### src/hw/rtl/i2crm_pkg.sv
`timescale 1ns / 1ps
// ----------------------------------------------------------------------------
// i2crm_pkg
// Shared types, codes and phase tables for the I2C register master.
// ----------------------------------------------------------------------------
package i2crm_pkg;

    typedef enum logic [1:0] {
        KIND_NONE  = 2'd0,
        KIND_WRITE = 2'd1,
        KIND_READ  = 2'd2,
        KIND_RECOV = 2'd3
    } t_kind;

    typedef enum logic [1:0] {
        STATUS_OK   = 2'd0,
        STATUS_NACK = 2'd1,
        STATUS_ZLEN = 2'd2
    } t_status;

    typedef enum logic [4:0] {
        PH_IDLE     = 5'd0,
        PH_W_START  = 5'd1,
        PH_W_ADDR   = 5'd2,
        PH_W_ACK0   = 5'd3,
        PH_W_REG    = 5'd4,
        PH_W_ACK1   = 5'd5,
        PH_W_DATA   = 5'd6,
        PH_W_ACK2   = 5'd7,
        PH_W_STOP   = 5'd8,
        PH_R_START  = 5'd9,
        PH_R_ADDR   = 5'd10,
        PH_R_ACK0   = 5'd11,
        PH_R_REG    = 5'd12,
        PH_R_ACK1   = 5'd13,
        PH_R_RSTART = 5'd14,
        PH_R_ADDRR  = 5'd15,
        PH_R_ACK2   = 5'd16,
        PH_R_RECV   = 5'd17,
        PH_R_SACK   = 5'd18,
        PH_R_STOP   = 5'd19,
        PH_V_RECOV  = 5'd20,
        PH_V_STOP   = 5'd21
    } t_phase;

    typedef enum logic [2:0] {
        PR_IDLE  = 3'd0,
        PR_START = 3'd1,
        PR_SEND  = 3'd2,
        PR_ACKR  = 3'd3,
        PR_RECV  = 3'd4,
        PR_SACK  = 3'd5,
        PR_STOP  = 3'd6,
        PR_RECOV = 3'd7
    } t_proc;

    // byte source of a send phase
    typedef enum logic [1:0] {
        SRC_ADDR_W = 2'd0,
        SRC_REG    = 2'd1,
        SRC_DATA   = 2'd2,
        SRC_ADDR_R = 2'd3
    } t_src;

    typedef struct packed {
        t_kind      kind;
        logic [6:0] dev_addr;
        logic [7:0] reg_index;
        logic [7:0] wr_data;
        logic [7:0] read_len;
        logic       sda_in;
        logic       zlen_rej;   // read of zero bytes, classified up front
    } t_item;

    typedef struct packed {
        logic       scl_out;
        logic       sda_out;
        logic       busy_res;
        logic       rd_valid;
        logic [7:0] rd_data;
        logic       rd_last;
        logic       done_res;
        t_status    status;
    } t_result;

    localparam logic [15:0] HALF_PERIOD_RST = 16'd100;

    function automatic t_proc proc_of(input t_phase p);
        t_proc r;
        case (p)
            PH_W_START, PH_R_START, PH_R_RSTART:               r = PR_START;
            PH_W_ADDR, PH_W_REG, PH_W_DATA,
            PH_R_ADDR, PH_R_REG, PH_R_ADDRR:                    r = PR_SEND;
            PH_W_ACK0, PH_W_ACK1, PH_W_ACK2,
            PH_R_ACK0, PH_R_ACK1, PH_R_ACK2:                    r = PR_ACKR;
            PH_R_RECV:                                          r = PR_RECV;
            PH_R_SACK:                                          r = PR_SACK;
            PH_W_STOP, PH_R_STOP, PH_V_STOP:                    r = PR_STOP;
            PH_V_RECOV:                                         r = PR_RECOV;
            default:                                            r = PR_IDLE;
        endcase
        return r;
    endfunction

    function automatic t_src src_of(input t_phase p);
        t_src r;
        case (p)
            PH_W_REG, PH_R_REG: r = SRC_REG;
            PH_W_DATA:          r = SRC_DATA;
            PH_R_ADDRR:         r = SRC_ADDR_R;
            default:            r = SRC_ADDR_W;
        endcase
        return r;
    endfunction

    function automatic t_phase first_phase(input t_kind k);
        t_phase r;
        case (k)
            KIND_WRITE: r = PH_W_START;
            KIND_READ:  r = PH_R_START;
            KIND_RECOV: r = PH_V_RECOV;
            default:    r = PH_IDLE;
        endcase
        return r;
    endfunction

    function automatic t_phase stop_phase(input t_kind k);
        t_phase r;
        case (k)
            KIND_WRITE: r = PH_W_STOP;
            KIND_READ:  r = PH_R_STOP;
            default:    r = PH_V_STOP;
        endcase
        return r;
    endfunction

endpackage

### src/hw/rtl/i2c_register_master_unit.sv
`timescale 1ns / 1ps
// ----------------------------------------------------------------------------
// i2c_register_master_unit
// I2C master for register write, register read and bus recovery.
// ----------------------------------------------------------------------------
// Usage:
//   Each input transfer (i_valid / o_stall) is one bus tick: a command field
//   set plus the sampled SDA level. Each tick gives exactly one output
//   transfer (o_valid / i_stall) with the SCL/SDA drive, busy, read byte and
//   done/status for that tick. A command is taken only while idle.
//   A tick waits in the two-entry input queue; its result is registered in
//   the output register at the edge that pops it from the queue.
//   Throughput: one tick per cycle while the receiver does not stall.
//   When the receiver stalls, the output register holds its transfer, the
//   queue fills and o_stall rises once both entries are taken.
//   half_period is written over the cfg channel (valid/ready, always ready);
//   the user writes it only while no transaction runs, which the block itself
//   does not enforce; a write of zero counts as one.
//   Reset (synchronous, active low): queue empty, sequencer idle, both
//   lines released, half_period = 100.
// ----------------------------------------------------------------------------
module i2c_register_master_unit #(
    parameter int SEGMENT_COUNT_WIDTH = 16,
    parameter int RECOVERY_CLOCKS     = 9
) (
    input  logic        i_clk,
    input  logic        i_rst_n,
    input  logic        i_cfg_valid,
    output logic        o_cfg_ready,
    input  logic [15:0] i_cfg_data,
    input  logic        i_valid,
    output logic        o_stall,
    input  logic [1:0]  i_kind,
    input  logic [6:0]  i_dev_addr,
    input  logic [7:0]  i_reg_index,
    input  logic [7:0]  i_wr_data,
    input  logic [7:0]  i_read_len,
    input  logic        i_sda_in,
    output logic        o_valid,
    input  logic        i_stall,
    output logic        o_scl_out,
    output logic        o_sda_out,
    output logic        o_busy_res,
    output logic        o_rd_valid,
    output logic [7:0]  o_rd_data,
    output logic        o_rd_last,
    output logic        o_done_res,
    output logic [1:0]  o_status
);
    import i2crm_pkg::*;

    logic [15:0] r_half_period;
    logic        w_q_valid, w_q_pop;
    t_item       w_q_item;
    t_result     w_res;

    assign o_cfg_ready = 1'b1;

    always_ff @(posedge i_clk) begin
        if (!i_rst_n) begin
            r_half_period <= HALF_PERIOD_RST;
        end else if (i_cfg_valid && o_cfg_ready) begin
            r_half_period <= (i_cfg_data == 16'd0) ? 16'd1 : i_cfg_data;
        end
    end

    i2crm_front u_front (
        .i_clk       (i_clk),
        .i_rst_n     (i_rst_n),
        .i_valid     (i_valid),
        .o_stall     (o_stall),
        .i_kind      (i_kind),
        .i_dev_addr  (i_dev_addr),
        .i_reg_index (i_reg_index),
        .i_wr_data   (i_wr_data),
        .i_read_len  (i_read_len),
        .i_sda_in    (i_sda_in),
        .o_q_valid   (w_q_valid),
        .o_q_item    (w_q_item),
        .i_q_pop     (w_q_pop)
    );

    i2crm_engine #(
        .SEGMENT_COUNT_WIDTH (SEGMENT_COUNT_WIDTH),
        .RECOVERY_CLOCKS     (RECOVERY_CLOCKS)
    ) u_engine (
        .i_clk         (i_clk),
        .i_rst_n       (i_rst_n),
        .i_half_period (r_half_period),
        .i_q_valid     (w_q_valid),
        .i_q_item      (w_q_item),
        .o_q_pop       (w_q_pop),
        .o_valid       (o_valid),
        .i_stall       (i_stall),
        .o_result      (w_res)
    );

    assign o_scl_out  = w_res.scl_out;
    assign o_sda_out  = w_res.sda_out;
    assign o_busy_res = w_res.busy_res;
    assign o_rd_valid = w_res.rd_valid;
    assign o_rd_data  = w_res.rd_data;
    assign o_rd_last  = w_res.rd_last;
    assign o_done_res = w_res.done_res;
    assign o_status   = w_res.status;

endmodule

### src/hw/rtl/i2crm_front.sv
`timescale 1ns / 1ps
// ----------------------------------------------------------------------------
// i2crm_front
// Accepts input ticks, flags zero-length reads and queues them (two entries).
// ----------------------------------------------------------------------------
module i2crm_front (
    input  logic               i_clk,
    input  logic               i_rst_n,
    input  logic               i_valid,
    output logic               o_stall,
    input  logic [1:0]         i_kind,
    input  logic [6:0]         i_dev_addr,
    input  logic [7:0]         i_reg_index,
    input  logic [7:0]         i_wr_data,
    input  logic [7:0]         i_read_len,
    input  logic               i_sda_in,
    output logic               o_q_valid,
    output i2crm_pkg::t_item   o_q_item,
    input  logic               i_q_pop
);
    import i2crm_pkg::*;

    t_item      r_mem [2];
    logic       r_wptr, r_rptr;
    logic [1:0] r_count;
    t_item      w_item;
    logic       w_push, w_pop;

    always_comb begin
        w_item.kind      = t_kind'(i_kind);
        w_item.dev_addr  = i_dev_addr;
        w_item.reg_index = i_reg_index;
        w_item.wr_data   = i_wr_data;
        w_item.read_len  = i_read_len;
        w_item.sda_in    = i_sda_in;
        w_item.zlen_rej  = (t_kind'(i_kind) == KIND_READ) && (i_read_len == 8'd0);
    end

    assign o_stall   = r_count[1];
    assign w_push    = i_valid && !o_stall;
    assign o_q_valid = (r_count != 2'd0);
    assign w_pop     = i_q_pop && o_q_valid;
    assign o_q_item  = r_mem[r_rptr];

    always_ff @(posedge i_clk) begin
        if (w_push) begin
            r_mem[r_wptr] <= w_item;
        end
    end

    always_ff @(posedge i_clk) begin
        if (!i_rst_n) begin
            r_wptr  <= 1'b0;
            r_rptr  <= 1'b0;
            r_count <= 2'd0;
        end else begin
            if (w_push) r_wptr <= !r_wptr;
            if (w_pop)  r_rptr <= !r_rptr;
            r_count <= r_count + {1'b0, w_push} - {1'b0, w_pop};
        end
    end

endmodule

### src/hw/rtl/i2crm_engine.sv
`timescale 1ns / 1ps
// ----------------------------------------------------------------------------
// i2crm_engine
// Bus sequencer: one tick per queued item, result held in an output register.
// ----------------------------------------------------------------------------
module i2crm_engine #(
    parameter int SEGMENT_COUNT_WIDTH = 16,
    parameter int RECOVERY_CLOCKS     = 9
) (
    input  logic               i_clk,
    input  logic               i_rst_n,
    input  logic [15:0]        i_half_period,
    input  logic               i_q_valid,
    input  i2crm_pkg::t_item   i_q_item,
    output logic               o_q_pop,
    output logic               o_valid,
    input  logic               i_stall,
    output i2crm_pkg::t_result o_result
);
    import i2crm_pkg::*;

    localparam int CW = SEGMENT_COUNT_WIDTH;
    localparam int LW = (CW > 16) ? CW : 16;

    t_phase          r_phase, e_phase, n_phase;
    logic [CW-1:0]   r_cnt, e_cnt, n_cnt;
    logic [1:0]      r_seg, e_seg, n_seg;
    logic [3:0]      r_bit, e_bit, n_bit;
    logic [7:0]      r_byte, e_byte, n_byte;
    logic [7:0]      r_shift, e_shift, n_shift;
    t_kind           r_kind, e_kind;
    logic [6:0]      r_dev, e_dev;
    logic [7:0]      r_reg, e_reg;
    logic [7:0]      r_data, e_data;
    logic [7:0]      r_len, e_len;
    logic            r_nack, e_nack, n_nack;
    logic            r_err, e_err, n_err;
    logic            r_scl, r_sda;
    logic            w_rej, w_busy, w_seg_end, w_last, w_take;
    logic            lv_scl, lv_sda;
    logic [LW-1:0]   w_lim, w_hpm1, w_cmask;
    t_proc           w_proc;
    t_result         w_res, r_out;
    logic            r_out_valid;

    function automatic logic [7:0] load_shift(input t_phase p, input logic [6:0] d,
                                              input logic [7:0] rg, input logic [7:0] wd,
                                              input logic [7:0] cur);
        logic [7:0] r;
        r = cur;
        if (proc_of(p) == PR_SEND) begin
            case (src_of(p))
                SRC_ADDR_W: r = {d, 1'b0};
                SRC_REG:    r = rg;
                SRC_DATA:   r = wd;
                SRC_ADDR_R: r = {d, 1'b1};
                default:    r = cur;
            endcase
        end else if (proc_of(p) == PR_RECV) begin
            r = 8'd0;
        end
        return r;
    endfunction

    assign w_take  = i_q_valid && (!r_out_valid || !i_stall);
    assign o_q_pop = w_take;

    // segment length limit, saturated to what the counter holds
    always_comb begin
        w_hpm1  = LW'(i_half_period - 16'd1);
        w_cmask = LW'({CW{1'b1}});
        w_lim   = (w_hpm1 > w_cmask) ? w_cmask : w_hpm1;
    end

    // command launch: the first segment is driven on the accepting tick
    always_comb begin
        e_phase = r_phase;  e_cnt  = r_cnt;   e_seg  = r_seg;  e_bit  = r_bit;
        e_byte  = r_byte;   e_shift = r_shift; e_kind = r_kind; e_dev  = r_dev;
        e_reg   = r_reg;    e_data = r_data;  e_len  = r_len;  e_nack = r_nack;
        e_err   = r_err;    w_rej  = 1'b0;
        if (r_phase == PH_IDLE && i_q_item.kind != KIND_NONE) begin
            if (i_q_item.zlen_rej) begin
                w_rej = 1'b1;
            end else begin
                e_kind  = i_q_item.kind;
                e_dev   = i_q_item.dev_addr;
                e_reg   = i_q_item.reg_index;
                e_data  = i_q_item.wr_data;
                e_len   = i_q_item.read_len;
                e_nack  = 1'b0;
                e_err   = 1'b0;
                e_byte  = 8'd0;
                e_phase = first_phase(i_q_item.kind);
                e_seg   = 2'd0;
                e_bit   = 4'd0;
                e_cnt   = '0;
                e_shift = load_shift(e_phase, i_q_item.dev_addr, i_q_item.reg_index,
                                     i_q_item.wr_data, r_shift);
            end
        end
    end

    assign w_proc    = proc_of(e_phase);
    assign w_busy    = (e_phase != PH_IDLE);
    assign w_seg_end = w_busy && (LW'(e_cnt) >= w_lim);
    assign w_last    = ({1'b0, e_byte} + 9'd1) >= {1'b0, e_len};

    // line levels and result fields
    always_comb begin
        lv_scl = r_scl;
        lv_sda = r_sda;
        case (w_proc)
            PR_START: begin
                lv_scl = (e_seg < 2'd2);
                lv_sda = (e_seg == 2'd0);
            end
            PR_SEND: begin
                lv_scl = (e_seg == 2'd1);
                lv_sda = e_shift[7];
            end
            PR_ACKR: begin
                lv_scl = (e_seg == 2'd1);
                lv_sda = 1'b1;
            end
            PR_RECV: begin
                lv_scl = !e_bit[3] && (e_seg == 2'd1);
                lv_sda = 1'b1;
            end
            PR_SACK: begin
                lv_scl = (e_seg == 2'd1);
                lv_sda = w_last;
            end
            PR_STOP: begin
                lv_scl = (e_seg != 2'd0);
                lv_sda = (e_seg == 2'd2);
            end
            PR_RECOV: begin
                lv_scl = (e_seg == 2'd0);
                lv_sda = 1'b1;
            end
            default: ;
        endcase
        w_res.scl_out  = lv_scl;
        w_res.sda_out  = lv_sda;
        w_res.busy_res = w_busy;
        w_res.rd_valid = w_seg_end && (w_proc == PR_RECV) && e_bit[3];
        w_res.rd_data  = w_res.rd_valid ? e_shift : 8'd0;
        w_res.rd_last  = w_res.rd_valid && w_last;
        w_res.done_res = w_rej || (w_seg_end && (w_proc == PR_STOP) && (e_seg == 2'd2));
        if (w_rej)                         w_res.status = STATUS_ZLEN;
        else if (w_res.done_res && e_err)  w_res.status = STATUS_NACK;
        else                               w_res.status = STATUS_OK;
    end

    // next state at segment ends
    always_comb begin
        logic ent;
        ent     = 1'b0;
        n_phase = e_phase; n_cnt = e_cnt; n_seg = e_seg; n_bit = e_bit;
        n_byte  = e_byte;  n_shift = e_shift; n_nack = e_nack; n_err = e_err;
        if (w_busy) begin
            if (w_seg_end) begin
                n_cnt = '0;
                case (w_proc)
                    PR_START: begin
                        if (e_seg == 2'd2) begin
                            ent = 1'b1; n_phase = t_phase'(e_phase + 5'd1);
                        end else n_seg = e_seg + 2'd1;
                    end
                    PR_SEND: begin
                        if (e_seg == 2'd2) begin
                            n_seg   = 2'd0;
                            n_shift = {e_shift[6:0], 1'b0};
                            n_bit   = e_bit + 4'd1;
                            if (e_bit == 4'd7) begin
                                ent = 1'b1; n_phase = t_phase'(e_phase + 5'd1);
                            end
                        end else n_seg = e_seg + 2'd1;
                    end
                    PR_ACKR: begin
                        if (e_seg == 2'd1) n_nack = i_q_item.sda_in;
                        if (e_seg == 2'd2) begin
                            ent = 1'b1;
                            if (e_nack) begin
                                n_err = 1'b1; n_phase = stop_phase(e_kind);
                            end else n_phase = t_phase'(e_phase + 5'd1);
                        end else n_seg = e_seg + 2'd1;
                    end
                    PR_RECV: begin
                        if (!e_bit[3]) begin
                            if (e_seg == 2'd1) begin
                                n_shift = {e_shift[6:0], i_q_item.sda_in};
                                n_seg   = 2'd0;
                                n_bit   = e_bit + 4'd1;
                            end else n_seg = 2'd1;
                        end else begin
                            ent = 1'b1; n_phase = PH_R_SACK;
                        end
                    end
                    PR_SACK: begin
                        if (e_seg == 2'd2) begin
                            ent    = 1'b1;
                            n_byte = e_byte + 8'd1;
                            n_phase = (n_byte < e_len) ? PH_R_RECV : PH_R_STOP;
                        end else n_seg = e_seg + 2'd1;
                    end
                    PR_STOP: begin
                        if (e_seg == 2'd2) begin
                            ent = 1'b1; n_phase = PH_IDLE;
                        end else n_seg = e_seg + 2'd1;
                    end
                    PR_RECOV: begin
                        if (e_seg == 2'd0) n_seg = 2'd1;
                        else begin
                            n_seg  = 2'd0;
                            n_byte = e_byte + 8'd1;
                            if (n_byte >= 8'(RECOVERY_CLOCKS)) begin
                                ent = 1'b1; n_phase = stop_phase(e_kind);
                            end
                        end
                    end
                    default: begin
                        ent = 1'b1; n_phase = PH_IDLE;
                    end
                endcase
                if (ent) begin
                    n_seg   = 2'd0;
                    n_bit   = 4'd0;
                    n_shift = load_shift(n_phase, e_dev, e_reg, e_data, n_shift);
                end
            end else begin
                n_cnt = e_cnt + 1'b1;
            end
        end
    end

    always_ff @(posedge i_clk) begin
        if (!i_rst_n) begin
            r_phase <= PH_IDLE;  r_cnt  <= '0;    r_seg  <= 2'd0;  r_bit <= 4'd0;
            r_byte  <= 8'd0;     r_shift <= 8'd0; r_kind <= KIND_NONE;
            r_dev   <= 7'd0;     r_reg  <= 8'd0;  r_data <= 8'd0;  r_len <= 8'd0;
            r_nack  <= 1'b0;     r_err  <= 1'b0;  r_scl  <= 1'b1;  r_sda <= 1'b1;
            r_out_valid <= 1'b0;
        end else begin
            if (w_take) begin
                r_phase <= n_phase; r_cnt <= n_cnt; r_seg <= n_seg; r_bit <= n_bit;
                r_byte  <= n_byte;  r_shift <= n_shift; r_kind <= e_kind;
                r_dev   <= e_dev;   r_reg <= e_reg; r_data <= e_data; r_len <= e_len;
                r_nack  <= n_nack;  r_err <= n_err; r_scl <= lv_scl; r_sda <= lv_sda;
                r_out_valid <= 1'b1;
            end else if (!i_stall) begin
                r_out_valid <= 1'b0;
            end
        end
    end

    always_ff @(posedge i_clk) begin
        if (w_take) r_out <= w_res;
    end

    assign o_valid  = r_out_valid;
    assign o_result = r_out;

endmodule

### config.mk
export PLATFORM = sky130hd
export DESIGN_NAME = i2c_register_master_unit
export DESIGN_NICKNAME = d
export VERILOG_FILES = /design/src/hw/rtl/i2crm_pkg.sv /design/src/hw/rtl/i2c_register_master_unit.sv /design/src/hw/rtl/i2crm_front.sv /design/src/hw/rtl/i2crm_engine.sv
export SDC_FILE = /design/constraint.sdc
export NUM_CORES = 1
export LEC_CHECK = 0
export BUFFER_PORTS_ARGS = -buffer_cell sky130_fd_sc_hd__buf_2
export CORE_MARGIN = 2
export CORE_UTILIZATION = 41
export DETAILED_ROUTE_END_ITERATION = 7
export PLACE_DENSITY_LB_ADDON = 0.05
export SYNTH_ARGS = -nofsm -noshare
export SYNTH_HDL_FRONTEND = slang
export SYNTH_SLANG_ARGS = --single-unit
### constraint.sdc
create_clock -name i_clk -period 13.8 [get_ports i_clk]
set_clock_uncertainty 0.2 [all_clocks]
set_input_delay 2.76 -clock i_clk [delete_from_list [all_inputs] [get_ports i_clk]]
set_output_delay 2.76 -clock i_clk [all_outputs]
set_load 0.1 [all_outputs]
### After elaboration in Yosys (flattened, before gate mapping)

Memory sizes are Yosys's and may differ from the RTL's. A register that Yosys moved wholly into a read port is not among the register bits.
Index checks and enable logic that the tools add are counted.

* register bits: 117
* bits in latches: 0
* memory bits (writable): 70
* bits in read-only memories: 480
* input port bits: 55
* output and inout port bits: 19
* word-level logic and storage cells: 254
* memories kept: 6

Memory list
* (name not given): depth 32, bits a word 3, rd ports 1, clocked after Yosys merged registers in 0, wr ports 0, line i2crm_pkg.sv:90 `case (p)`
* (name not given): depth 32, bits a word 3, rd ports 1, clocked after Yosys merged registers in 0, wr ports 0, line i2crm_pkg.sv:90
* (name not given): depth 32, bits a word 3, rd ports 1, clocked after Yosys merged registers in 0, wr ports 0, line i2crm_pkg.sv:90
* (name not given): depth 32, bits a word 3, rd ports 1, clocked after Yosys merged registers in 0, wr ports 0, line i2crm_pkg.sv:90
* (name not given): depth 32, bits a word 3, rd ports 1, clocked after Yosys merged registers in 0, wr ports 0, line i2crm_pkg.sv:90
* u_front.r_mem: depth 2, bits a word 35, rd ports 1, clocked after Yosys merged registers in 1, wr ports 1, line i2crm_front.sv:23 `t_item r_mem [2];`

* add/sub/neg operators: 9
* multipliers: 0
* divide/modulo/power cells: 0
* $lt $le $gt $ge: 6
* eq/ne operators: 35
* shifts and indexed selects: 0
* mux-type cells: 134
* bitwise operators: 0
* reductions and logical operators: 36

Operators with widths (count)
* $mux 8: 24
* $mux 16: 6
* $mux 5: 18
* $pmux 8 s4: 2
* $mux 2: 18
* $mux 3: 12
* $pmux 5 s7: 1
* $mux 1: 32
* $mux 4: 8
* $pmux 8 s2: 2
* $eq 5x3->1 const B: 4
* $eq 5x4->1 const B: 4
* $eq 2x2->1 const B: 9
* $eq 3x3->1 const B: 6
* $add 16x1->16 const B: 1
* $ge 16x16->1: 1
* $gt 16x16->1 const B: 1
* $logic_not 16->1: 1
* $sub 16x1->16 const B: 1
* $pmux 5 s3: 1
* $mux 7: 2
* $logic_and 1x1->1: 13
* $eq 3x2->1 const B: 4
* $pmux 2 s3: 2
* other kinds (30): 47

### Logic depth before layout (Yosys ltp)

An unclocked memory read counts as a cell.

* depth after elaboration: 27
* depth in mapped cells: 32

### Hierarchy

Synthesis repeated with hierarchy kept, for this count alone.

* cell total of the unflattened synthesis: 1215
* area, all modules: 11053.1 um^2

Modules (own cells, without submodules)
* i2crm_engine: instances 1, cells an instance 1017, area an instance 7591.0 um^2, sequential area each 2102.0 um^2
* i2crm_front: instances 1, cells an instance 139, area an instance 2786.4 um^2, sequential area each 2202.1 um^2
* i2c_register_master_unit: instances 1, cells an instance 59, area an instance 675.6 um^2, sequential area each 320.3 um^2

### Worst setup path after synthesis

No wires, ideal clock.

* kind: reg2reg
* start point: reg with a tool-made name
* end point: reg u_engine.r_shift[4]
* library setup time: 74 ps
* arrival: 7413 ps
* required time: 13526 ps
* setup slack: 6113 ps
* stages on the path, launching flop included: 31
* buffers on the path: 8
* clock period less this slack: 7687 ps
* path through: dfxtp_1 -> buf_2 -> buf_1 -> clkbuf_1 -> mux2i_1 -> ha_1 -> or4_1 -> buf_6 -> nor3_2 -> clkbuf_1 -> clkbuf_1 -> clkbuf_1 -> nor2_1 -> ha_1 -> a2111oi_0 -> and3b_1 -> and3_1 -> a311o_1 -> a311oi_2 -> o21ai_1 -> a21oi_1 -> nor2_1 -> ha_1 -> inv_1 -> nand3_1 -> a22o_1 -> a21oi_2 -> o211ai_4 -> buf_6 -> or4b_1 -> a31oi_1

RTL lines
* to (signal assigned): line i2crm_engine.sv:247 `r_byte <= n_byte; r_shift <= n_shift; r_kind <= e_kind;`
* to (decl): line i2crm_engine.sv:30 `logic [7:0] r_shift, e_shift, n_shift;`

==> impl_metrics.py <==
metrics = {
    "drt": {
        "drc": 0,
        "first_pass_iters": 5,
        "vias": 9464,
        "wl_met2_microns": 13400,
        "avgViaCountPerCell": 5.66,
        "wire_per_inst_microns": 18.2,
        "drtIter0Drc": 661,
        "m1WireLength_microns": 14600,
        "met3_length_microns": 1690,
        "drtAntennaViolNets": 0,
        "routed_wl_microns": 30400,
        "route.top_layer_used": "met4",
    },
    "power_and_ir_drop": {
        "peakVddDrop_mv": 0.104,
        "leakage_uw": 0.00454,
        "p_sw_uw": 1500,
        "p_per_area_nw_per_um2": 235,
        "power.internal_uw": 1460,
        "p_comb_share_pct": 57.4,
        "p_sw_share_pct": 50.6,
        "seq_power_share_pct": 25.7,
        "p_clk_share_pct": 16.9,
    },
    "floorplan": {
        "fp.dieArea_sq_um": 29200,
        "rows": 61,
        "core_area_sq_um": 27600,
        "fp.dieH_microns": 171,
        "die_width_microns": 171,
        "initial_utilization_pct": 41.4,
        "ioPinCount": 74,
    },
    "min_path": {
        "hp-class": "flip-flop to flip-flop",
        "worstHoldStart": "u_engine.r_sda",
        "min_path_cells": 2,
        "whs_endpoint": "u_engine.r_sda",
    },
    "sta": {
        "period_needed_ns": 7.54,
        "slew_violations": 0,
        "rsz0062_at_grt": "false",
        "finalSetupViolations": 0,
        "finalHoldViolations": 0,
        "finalCritPeriodShare_pct": 54.6,
        "tns_ns": 0,
        "tightest_slew_ns": 1.08,
        "fmax_ghz": 0.133,
        "slew-limit-headroom_pct": 28.0,
        "holdWs_ns": 0.283,
    },
    "clock_tree": {
        "clk_pin_slew_worst_paths_ns": 0.08,
        "ctsHoldBuffers": 0,
        "clk_latency_ns": 0.45,
        "cts-root-buf": "clkbuf_16",
        "cts_setup_buffers": 0,
        "numCtsBuffers": 17,
        "clockBufferDepth": 2,
        "cts_tree": "done",
        "cts_resized": 0,
        "clock-sinks": 188,
        "htree_levels": 4,
    },
    "place": {
        "portBuffers": 72,
        "routabilityCongestion": 0.904,
        "dp_hpwl_microns": 20600,
    },
    "critical_path": {
        "start_kind": "flip-flop",
        "required_ns": 13.94,
        "end_kind": "flip-flop",
        "cp.arrival_ns": 7.67,
        "rr_endpoint": "u_engine.r_shift[6]",
        "reg2reg_setup_slack_ns": 6.26,
        "critical_path_class": "flip-flop to flip-flop",
        "critical_path.max_fanout": 39,
        "reg2reg_depth": 23,
    },
    "final_layout": {
        "regMostFlops": "u_front.r_mem",
        "fin_nets": 1387,
        "syn_to_final_growth_pct": 10.5,
        "nFillCells": 2695,
        "multi_input_area_sq_um": 6300,
        "final-seq-area_sq_um": 4630,
        "drive_gt1_share_pct": 12.4,
        "largest_reg_flops": 70,
        "antenna_cells": 0,
    },
    "global_route": {
        "grt_pass1_vias": 8819,
        "grt_pass1_wl_microns": 48600,
        "grt-ovfl-total": 0,
        "grt_max_degree": 91,
        "antenna_found_initial": 1,
        "grt_use_total_pct": 21.3,
    },
    "run": {
        "maxCapViolCount": 0,
    },
    "yosys": {
        "seq_area_frac_synth_pct": 40.5,
        "synth_ff_type": "dfxtp_1",
        "synth_area_sq_um": 11400,
        "syn_inst": 1263,
        "synthArstFlopShare_pct": 0,
        "synth-edff-count": 86,
        "ys_warn_count": 0,
        "synth_seq_cells": 188,
        "syn_nets": 1369,
        "avgSynthCellArea_sq_um": 9.03,
        "ys_types": 94,
    },
    "run_status": {
        "status": "completed",
    },
}
synth_stat cells (28+ instances only):
cell type / number / area share [%]
nor3_1: 28 / 1.2
and2_1: 35 / 1.9
dfxtp_1: 102 / 18
a211oi_1: 49 / 3.2
nand2_1: 98 / 3.2
a21oi_1: 81 / 3.6
mux2i_1: 62 / 5.4
ha_1: 51 / 5.6
edfxtp_1: 86 / 23
o21ai_0: 46 / 2.0
nor2_1: 168 / 5.5
a31oi_1: 28 / 1.5
inv_1: 33 / 1.1
clkbuf_1: 65 / 2.1
nand3_1: 34 / 1.5
layout make-up:
type | count | share of cell area [%]
inverters | 36 | 1.07
repair buffers | 86 | 3.69
well taps | 378 | 3.75
clock buffers | 18 | 3.41
clock inverters | 14 | 1.39
multi-input cells | 952 | 50.0
flip-flops and latches | 188 | 36.7
power by group through the flow:
stage                     Clock (uW)  Sequential (uW)  Combinational [uW]
after detailed placement           0              774                1680
final                            499              761                1700
after global placement             0              772                1690
after CTS                        518              761                1690
after floorplan                    0              921                1150
after global routing             533              773                1860
cells in the final DEF, fill, tap and decap left out, types with 7 or more instances in the layout:
| cell | Yosys | layout |
|---|---|---|
| a21oi_1 | 81 | 81 |
| nand2_1 | 98 | 98 |
| nand4_1 | 10 | 10 |
| xor2_1 | 11 | 11 |
| a2111oi_0 | 12 | 12 |
| dfxtp_1 | 102 | 101 |
| edfxtp_1 | 86 | 86 |
| mux2i_1 | 62 | 62 |
| o21ai_0 | 46 | 46 |
| buf_2 | 9 | 72 |
| and2_1 | 35 | 35 |
| nand2b_1 | 10 | 10 |
| and3_1 | 13 | 13 |
| nor3_1 | 28 | 28 |
| o221ai_1 | 7 | 7 |
| a31oi_1 | 28 | 28 |
| xnor2_1 | 21 | 21 |
| buf_4 | 1 | 14 |
| nor2_1 | 168 | 167 |
| nand3_1 | 34 | 33 |
| a21o_1 | 13 | 13 |
| inv_1 | 33 | 32 |
| a32oi_1 | 9 | 9 |
| clkbuf_16 | 0 | 17 |
| o221a_2 | 8 | 8 |
| ha_1 | 51 | 51 |
| a211oi_1 | 49 | 49 |
| nor4_1 | 14 | 14 |
| or3_1 | 11 | 11 |
| o211ai_1 | 11 | 11 |
per-stage QoR:
stage	utilization [%]	power, uW	cell area [sq um]	cells	setup slack [ns]
5_1_grt	45.7	3170	12600	1672	5.52
2_1_floorplan	-	2070	11400	1263	6.11
4_1_cts	45.7	2970	12600	1672	6.27
3_3_place_gp	43.5	2460	12000	1640	6.45
3_5_place_dp	43.5	2460	12000	1640	6.30
6_report	45.7	2960	12600	1672	6.26
kinds of logic (layout without fill, tap and decap cells):
logic type | Yosys count | after routing | synth area share (%)
AOI/OAI and AO/OA | 343 | 343 | 21.5
DFF | 188 | 188 | 40.5
other | 1 | 1 | 0.0329
buffers and inverters | 123 | 154 | 4.57
adders and majority gates | 51 | 51 | 5.59
xor gates and xnor gates | 32 | 32 | 2.46
and+or+nand+nor | 460 | 460 | 19.5
muxes | 65 | 65 | 5.76
worst max-delay path, stage by stage (launching register included):
cell,delay (ns)
dfxtp_2,0.32
buf_4,0.50
mux2i_1,0.30
ha_1,0.31
nor4_4,0.38
nand3_2,0.73
nor2_1,0.28
a21oi_1,0.06
ha_1,0.35
a2111oi_0,0.55
and3b_1,0.24
and3_1,0.15
a311o_1,0.22
a311oi_2,0.12
o21ai_1,0.21
a21oi_1,0.11
nor2_1,0.40
ha_1,0.36
xor2_1,0.14
a21oi_1,0.09
a311oi_2,0.62
o21ai_1,0.15
o311a_1,0.35
a211o_1,0.22
layer usage:
| layer | track usage, % | vias up |
|---|---|---|
| met5 | 0 | - |
| met4 | 7.11 | 0 |
| met3 | 5.16 | 48 |
| met2 | 32.7 | 229 |
| met1 | 29.5 | 4441 |
| li1 | - | 4746 |
worst max-delay path by stage:
stage / end / slack (ns) / cells after the start / from
global placement: u_engine.r_shift[6] / 6.45 / 23 / flip-flop
global route: u_engine.r_shift[4] / 5.52 / 24 / flip-flop
finish: u_engine.r_shift[6] / 6.26 / 23 / flip-flop
CTS: u_engine.r_shift[6] / 6.27 / 23 / flip-flop
detailed placement: u_engine.r_shift[6] / 6.30 / 23 / flip-flop
floorplan: u_engine.r_shift[4] / 6.11 / 30 / flip-flop
Power figures use the tool's default switching activity.
